File: config.mk
export PLATFORM = sky130hd
export DESIGN_NAME = integer_stack_with_dedup_unit
export DESIGN_NICKNAME = d
export VERILOG_FILES = /design/src/hw/rtl/isd_pkg.sv /design/src/hw/rtl/isd_ram.sv /design/src/hw/rtl/isd_core.sv /design/src/hw/rtl/integer_stack_with_dedup_unit.sv
export SDC_FILE = /design/constraint.sdc
export NUM_CORES = 2
export LEC_CHECK = 0
export BUFFER_PORTS_ARGS = -buffer_cell sky130_fd_sc_hd__buf_2
export CORE_MARGIN = 3
export CORE_UTILIZATION = 40
export CTS_CLUSTER_DIAMETER = 30
export CTS_CLUSTER_SIZE = 30
export DETAILED_ROUTE_END_ITERATION = 12
export GPL_TIMING_DRIVEN = 0
export PLACE_DENSITY = 0.57
export REMOVE_ABC_BUFFERS = 1
export SYNTH_ARGS = -nofsm -noshare
export SYNTH_HDL_FRONTEND = slang
export SYNTH_SLANG_ARGS = --single-unit
File: constraint.sdc
create_clock -name clk -period 9.85 [get_ports clk]
set_input_delay 1.4775 -clock clk [delete_from_list [all_inputs] [get_ports clk]]
set_output_delay 1.4775 -clock clk [all_outputs]
set_load 0.02 [all_outputs]
File: src/hw/rtl/isd_pkg.sv
// Types, constants and codes of the integer stack with dedup unit
package isd_pkg;

  localparam int DEPTH  = 32;
  localparam int ADDR_W = (DEPTH > 1) ? $clog2(DEPTH) : 1;
  localparam int CNT_W  = $clog2(DEPTH + 1);
  localparam int DATA_W = 32;
  localparam int CMD_W  = 3;
  localparam int ST_W   = 2;
  localparam int FILL_W = 6;
  localparam int IN_W   = 40;
  localparam int OUT_W  = 48;

  localparam logic [CMD_W-1:0] CMD_PUSH  = 3'd0;
  localparam logic [CMD_W-1:0] CMD_POP   = 3'd1;
  localparam logic [CMD_W-1:0] CMD_READ  = 3'd2;
  localparam logic [CMD_W-1:0] CMD_CLEAR = 3'd3;
  localparam logic [CMD_W-1:0] CMD_DEDUP = 3'd4;

  localparam logic [ST_W-1:0] ST_OK        = 2'd0;
  localparam logic [ST_W-1:0] ST_UNDERFLOW = 2'd1;
  localparam logic [ST_W-1:0] ST_OVERFLOW  = 2'd2;

  typedef enum logic [5:0] {
    S_IDLE  = 6'b000001,
    S_READ  = 6'b000010,
    S_DRD   = 6'b000100,
    S_DCAP  = 6'b001000,
    S_DSCAN = 6'b010000,
    S_DWR   = 6'b100000
  } state_t;

  typedef struct packed {
    logic              we;
    logic [ADDR_W-1:0] waddr;
    logic [DATA_W-1:0] wdata;
    logic [ADDR_W-1:0] raddr;
  } mem_req_t;

  typedef struct packed {
    logic [FILL_W-1:0]        fill_count;
    logic                     is_empty;
    logic signed [DATA_W-1:0] top_value;
    logic [ST_W-1:0]          status;
  } res_t;

endpackage

File: src/hw/rtl/isd_ram.sv
// Generic single-write, single-read RAM with registered read data
module isd_ram #(
  parameter int WIDTH = 32,
  parameter int DEPTH = 32,
  localparam int AW = (DEPTH > 1) ? $clog2(DEPTH) : 1
) (
  input  logic             clk,
  input  logic             we,
  input  logic [AW-1:0]    waddr,
  input  logic [WIDTH-1:0] wdata,
  input  logic [AW-1:0]    raddr,
  output logic [WIDTH-1:0] rdata
);

  logic [WIDTH-1:0] mem [DEPTH];

  always_ff @(posedge clk) begin
    if (we) begin
      mem[waddr] <= wdata;
    end
    rdata <= mem[raddr];
  end

endmodule

File: src/hw/rtl/isd_core.sv
// Command sequencer: stack pointer, top read and duplicate removal walk
module isd_core (
  input  logic                         clk,
  input  logic                         rst,
  input  logic                         in_valid,
  output logic                         in_ready,
  input  logic [isd_pkg::CMD_W-1:0]    cmd,
  input  logic [isd_pkg::DATA_W-1:0]   push_value,
  input  logic                         slot_free,
  output isd_pkg::mem_req_t            mem_req,
  input  logic [isd_pkg::DATA_W-1:0]   mem_rdata,
  output logic                         res_valid,
  output isd_pkg::res_t                res
);
  import isd_pkg::*;

  state_t            state, state_next;
  logic [CNT_W-1:0]  count, count_next;
  logic [CNT_W-1:0]  i_idx, i_idx_next;
  logic [CNT_W-1:0]  kept, kept_next;
  logic [CNT_W-1:0]  j_idx, j_idx_next;
  logic [DATA_W-1:0] v, v_next;
  logic              cmp_valid, cmp_valid_next;
  logic              in_fire;
  logic              hit;
  logic              last_i;

  assign in_ready = (state == S_IDLE) && slot_free;
  assign in_fire  = in_valid && in_ready;
  assign hit      = cmp_valid && (mem_rdata == v);
  assign last_i   = (i_idx == (count - 1'b1));

  always_comb begin
    state_next     = state;
    count_next     = count;
    i_idx_next     = i_idx;
    kept_next      = kept;
    j_idx_next     = j_idx;
    v_next         = v;
    cmp_valid_next = cmp_valid;
    res_valid      = 1'b0;
    res.status     = ST_OK;
    res.top_value  = '0;
    mem_req.we     = 1'b0;
    mem_req.waddr  = '0;
    mem_req.wdata  = push_value;
    mem_req.raddr  = '0;
    case (state)
      S_IDLE: begin
        if (in_fire) begin
          case (cmd)
            CMD_PUSH: begin
              res_valid = 1'b1;
              if (count >= CNT_W'(DEPTH)) begin
                res.status = ST_OVERFLOW;
              end else begin
                mem_req.we    = 1'b1;
                mem_req.waddr = ADDR_W'(count);
                count_next    = count + 1'b1;
              end
            end
            CMD_POP: begin
              res_valid = 1'b1;
              if (count == '0) begin
                res.status = ST_UNDERFLOW;
              end else begin
                count_next = count - 1'b1;
              end
            end
            CMD_READ: begin
              if (count == '0) begin
                res_valid  = 1'b1;
                res.status = ST_UNDERFLOW;
              end else begin
                mem_req.raddr = ADDR_W'(count - 1'b1);
                state_next    = S_READ;
              end
            end
            CMD_CLEAR: begin
              res_valid  = 1'b1;
              count_next = '0;
            end
            CMD_DEDUP: begin
              if (count == '0) begin
                res_valid = 1'b1;
              end else begin
                i_idx_next = '0;
                kept_next  = '0;
                state_next = S_DRD;
              end
            end
            default: begin
              res_valid = 1'b1;
            end
          endcase
        end
      end
      S_READ: begin
        res_valid     = 1'b1;
        res.top_value = mem_rdata;
        state_next    = S_IDLE;
      end
      S_DRD: begin
        mem_req.raddr = ADDR_W'(i_idx);
        state_next    = S_DCAP;
      end
      S_DCAP: begin
        v_next         = mem_rdata;
        j_idx_next     = '0;
        cmp_valid_next = 1'b0;
        state_next     = S_DSCAN;
      end
      S_DSCAN: begin
        if (hit) begin
          cmp_valid_next = 1'b0;
          i_idx_next     = i_idx + 1'b1;
          if (last_i) begin
            count_next = kept;
            res_valid  = 1'b1;
            state_next = S_IDLE;
          end else begin
            state_next = S_DRD;
          end
        end else if (j_idx < kept) begin
          mem_req.raddr  = ADDR_W'(j_idx);
          j_idx_next     = j_idx + 1'b1;
          cmp_valid_next = 1'b1;
        end else begin
          cmp_valid_next = 1'b0;
          state_next     = S_DWR;
        end
      end
      S_DWR: begin
        mem_req.we    = 1'b1;
        mem_req.waddr = ADDR_W'(kept);
        mem_req.wdata = v;
        kept_next     = kept + 1'b1;
        i_idx_next    = i_idx + 1'b1;
        if (last_i) begin
          count_next = kept + 1'b1;
          res_valid  = 1'b1;
          state_next = S_IDLE;
        end else begin
          state_next = S_DRD;
        end
      end
      default: begin
        state_next = S_IDLE;
      end
    endcase
    res.is_empty   = (count_next == '0);
    res.fill_count = FILL_W'(count_next);
  end

  always_ff @(posedge clk) begin
    if (rst) begin
      state     <= S_IDLE;
      count     <= '0;
      cmp_valid <= 1'b0;
    end else begin
      state     <= state_next;
      count     <= count_next;
      cmp_valid <= cmp_valid_next;
    end
  end

  always_ff @(posedge clk) begin
    i_idx <= i_idx_next;
    kept  <= kept_next;
    j_idx <= j_idx_next;
    v     <= v_next;
  end

endmodule

File: src/hw/rtl/integer_stack_with_dedup_unit.sv
// Push, pop, clear and unused codes are answered from the idle state; read top waits on one
// RAM read. Remove duplicates is a walk that compares each entry against the kept ones
// through the single RAM read port.
// Throughput: one command in flight; next transfer accepted when the sequencer is idle
// and the output register is free or being taken. Synchronous active-high reset empties
// the stack and drops any pending result; RAM contents are left as they are.
module integer_stack_with_dedup_unit (
  input  logic                      clk,
  input  logic                      rst,
  input  logic                      s_tvalid,
  output logic                      s_tready,
  input  logic [isd_pkg::IN_W-1:0]  s_tdata,   // [2:0] cmd, [34:3] push_value, [39:35] zero
  output logic                      m_tvalid,
  input  logic                      m_tready,
  output logic [isd_pkg::OUT_W-1:0] m_tdata    // [1:0] status, [33:2] top_value,
                                               // [34] is_empty, [40:35] fill_count,
                                               // [47:41] zero
);
  import isd_pkg::*;

  mem_req_t          mem_req;
  logic [DATA_W-1:0] mem_rdata;
  logic              res_valid;
  res_t              res;
  logic              slot_free;

  assign slot_free = !m_tvalid || m_tready;

  isd_core u_core (
    .clk        (clk),
    .rst        (rst),
    .in_valid   (s_tvalid),
    .in_ready   (s_tready),
    .cmd        (s_tdata[CMD_W-1:0]),
    .push_value (s_tdata[CMD_W+DATA_W-1:CMD_W]),
    .slot_free  (slot_free),
    .mem_req    (mem_req),
    .mem_rdata  (mem_rdata),
    .res_valid  (res_valid),
    .res        (res)
  );

  isd_ram #(
    .WIDTH (DATA_W),
    .DEPTH (DEPTH)
  ) u_ram (
    .clk   (clk),
    .we    (mem_req.we),
    .waddr (mem_req.waddr),
    .wdata (mem_req.wdata),
    .raddr (mem_req.raddr),
    .rdata (mem_rdata)
  );

  always_ff @(posedge clk) begin
    if (rst) begin
      m_tvalid <= 1'b0;
    end else if (res_valid) begin
      m_tvalid <= 1'b1;
    end else if (m_tready) begin
      m_tvalid <= 1'b0;
    end
  end

  always_ff @(posedge clk) begin
    if (res_valid) begin
      m_tdata <= OUT_W'(res);
    end
  end

endmodule

==> flow_metrics.env <==
export IMPL_ctsResizeCount=0
export IMPL_ctsHtreeMaxLevel=4
export IMPL_grt_pass1_wl_mm=193
export IMPL_crit_fanout=45
export IMPL_path_clk_slew_ns=0.05
export IMPL_wl_per_cell_um=27.2
export IMPL_portBuffers=81
export IMPL_detail_route_antenna_nets=0
export IMPL_cp_arrival_ns=6.63
export IMPL_fin_worst_skew_ns=0.0840
export IMPL_yosys_warnings=0
export IMPL_status="complete, no violations"
export IMPL_leakage_nw=23.2
export IMPL_clock_latency_ns=0.82
export IMPL_final_core_util_pct=51.2
export IMPL_globalplace_congestion=0.848
export IMPL_rows=125
export IMPL_path_buf_inv=2
export IMPL_synth_main_ff_cell="edfxtp_1"
export IMPL_yosysMostFrequentCell="edfxtp_1"
export IMPL_cts_root_buf="clkbuf_16"
export IMPL_post_cts_buffers=0
export IMPL_fin_nets=3281
export IMPL_first_pass_iters=8
export IMPL_cts_tree="built"
export IMPL_grt_pass1_vias=28251
export IMPL_synthTopCellsByArea="edfxtp_1 71%, mux2i_1 11%, a211oi_1 2.0%"
export IMPL_power_mw=14.2
export IMPL_max_slew_margin_pct=11.2
export IMPL_synth_edf_count=1115
export IMPL_core_area_um2=117000
export IMPL_hp_class="register to register"
export IMPL_viasPerCell=5.70
export IMPL_fmax_mhz=168
export IMPL_fill_cells=9376
export IMPL_start_util_pct=40.5
export IMPL_ir_worst_vdd_v=0.000202
export IMPL_async_flop_share_pct=0
export IMPL_syn_area_per_cell_um2=15.9
export IMPL_die_w_um=350
export IMPL_startpoint_type="register"
export IMPL_netlist_area_um2=47200
export IMPL_dp_hpwl_mm=87.6
export IMPL_tns_ns=0
export IMPL_antenna_found_initial=1
export IMPL_grt_max_degree=56
export IMPL_drv_slew=0
export IMPL_hold_buffers=0
export IMPL_gr_total_overflow=0
export IMPL_period_share_pct=60.6
export IMPL_track_usage_pct=21.8
export IMPL_multiInputGateArea_um2=12400
export IMPL_synth_cell_type_count=72
export IMPL_fp_dieH_um=350
export IMPL_dieArea_um2=122000
export IMPL_crit_family="simple AND/OR/NAND/NOR gates"
export IMPL_drc=0
export IMPL_crit_slowest_cell="o31ai_4"
export IMPL_vias=28256
export IMPL_regArea_um2=34400
export IMPL_routed_wl_mm=135
export IMPL_clkSinkCount=1161
export IMPL_path_class="register to register"
export IMPL_p_per_area_nw_per_um2=238
export IMPL_tightest_slew_ns=1.33
export IMPL_setup_viol=0
export IMPL_endpoint_kind="register"
export IMPL_synth_seq_cells=1161
export IMPL_cp_slowest_stage_delay_ns=0.84
export IMPL_hold_violations=0
export IMPL_synth_top_cell_by_area="edfxtp_1"
export IMPL_ys_seq_area_share_pct=72.8
export IMPL_synth_commonest_cells="1115 x edfxtp_1, 532 x mux2i_1, 186 x nand2_1, 125 x a211oi_1, 99 x clkbuf_1"
export IMPL_clock_path_buffers=3
export IMPL_crit_chain="xnor2_1 > nand4_1 > or4_1 > o31ai_4 > buf_16 > and2_4 > nand2_2 > buf_12 > o22ai_1 > nor3_1"
export IMPL_cap_violations=0
export IMPL_drive_gt1_share_pct=18.7
export IMPL_n_antenna_cell=0
export IMPL_rsz0062_at_grt="false"
export IMPL_numCtsBuffers=231
export IMPL_synthCells=2970
export IMPL_cp_required_ns=10.52
export IMPL_num_io_pins=94
export IMPL_synth_top_area_share_pct=70.9
export IMPL_period_needed_ns=5.97
export IMPL_area_growth_pct=26.5
export IMPL_drt_iter0_drc=3103
metal layers:
metal,global-route usage (%),vias up,routed length (um)
li1,-,12236,-
met1,30.8,14442,58700
met2,33.2,1279,60900
met3,4.88,299,10800
met4,8.24,0,4490
met5,0,-,0
power breakdown:
part	switching [mW]	internal, mW	total (mW)
logic	0.532	0.243	0.775
clock network	2.67	5.20	7.86
registers	0.0637	5.55	5.61
metrics by stage:
stage / setup WS, ns / cell area [um^2] / hold slack (ns) / instances
floorplan: -8.84 / 46500 / 0.435 / 2797
global placement: -24.43 / 48800 / 0.463 / 4402
detailed placement: 3.96 / 51700 / 0.463 / 4515
CTS: 3.95 / 59800 / 0.472 / 4953
global route: 3.81 / 59800 / 0.487 / 4953
finish: 3.88 / 59800 / 0.469 / 4953
final timing paths:
| check | start | to | slack (ns) | cells past startpoint |
|---|---|---|---|---|
| setup / recovery | u_core.v[15] | u_ram.rdata[7] | 3.88 | 10 |
| hold / removal | u_ram.rdata[15] | u_core.v[15] | 0.47 | 0 |
| setup reg to reg | u_core.v[15] | u_ram.rdata[7] | 3.88 | 10 |
| hold reg to reg | u_ram.rdata[15] | u_core.v[15] | 0.47 | 0 |
sequential cells by signal (all words and copies together) (netlist names):
name,count
m_tdata,41
u_ram.mem,1024
u_core.v,32
m_tvalid,1
u_core.count,6
u_core.cmp_valid,1
u_core.kept,6
u_core.j_idx,6
u_core.state,6
u_core.i_idx,6
u_ram.rdata,32
placed cells by master, fill, tap and decap left out, drive strengths merged, types with 17 or more instances in the layout:
| master | instances |
|---|---|
| o22ai | 65 |
| clkinvlp | 31 |
| buf | 194 |
| nor2 | 81 |
| xnor2 | 42 |
| and2 | 39 |
| a211oi | 125 |
| a21boi | 80 |
| o21a | 43 |
| clkinv | 101 |
| mux2i | 532 |
| inv | 34 |
| nor3 | 29 |
| o21ai | 69 |
| edfxtp | 1115 |
| a21oi | 44 |
| nand3 | 53 |
| clkbuf | 264 |
| nand2 | 187 |
| nor4 | 26 |
| nand2b | 17 |
| dfxtp | 46 |
| bufinv | 32 |
| o221ai | 23 |
cells by family (layout without fill, tap and decap cells):
| kind of cell | Yosys count | count (layout) | synth area share (%) |
|---|---|---|---|
| xor gates and xnor gates | 51 | 51 | 0.975 |
| other | 1 | 7 | 0.00794 |
| muxes | 534 | 534 | 11.3 |
| adders and majority gates | 13 | 13 | 0.344 |
| and+or+nand+nor | 486 | 486 | 4.97 |
| buffers and inverters | 203 | 656 | 1.87 |
| AOI/OAI and AO/OA | 521 | 521 | 7.70 |
| DFF | 1161 | 1161 | 72.8 |
final cells by class:
type	count	share of cell area (%)
well taps	1524	3.19
clock inverters	174	3.57
multi-input cells	1612	20.7
inverters	24	0.151
flip-flops and latches	1161	57.6
repair buffers	194	4.88
clock buffers	264	9.96
No activity file was read; power rests on OpenSTA's default activity.
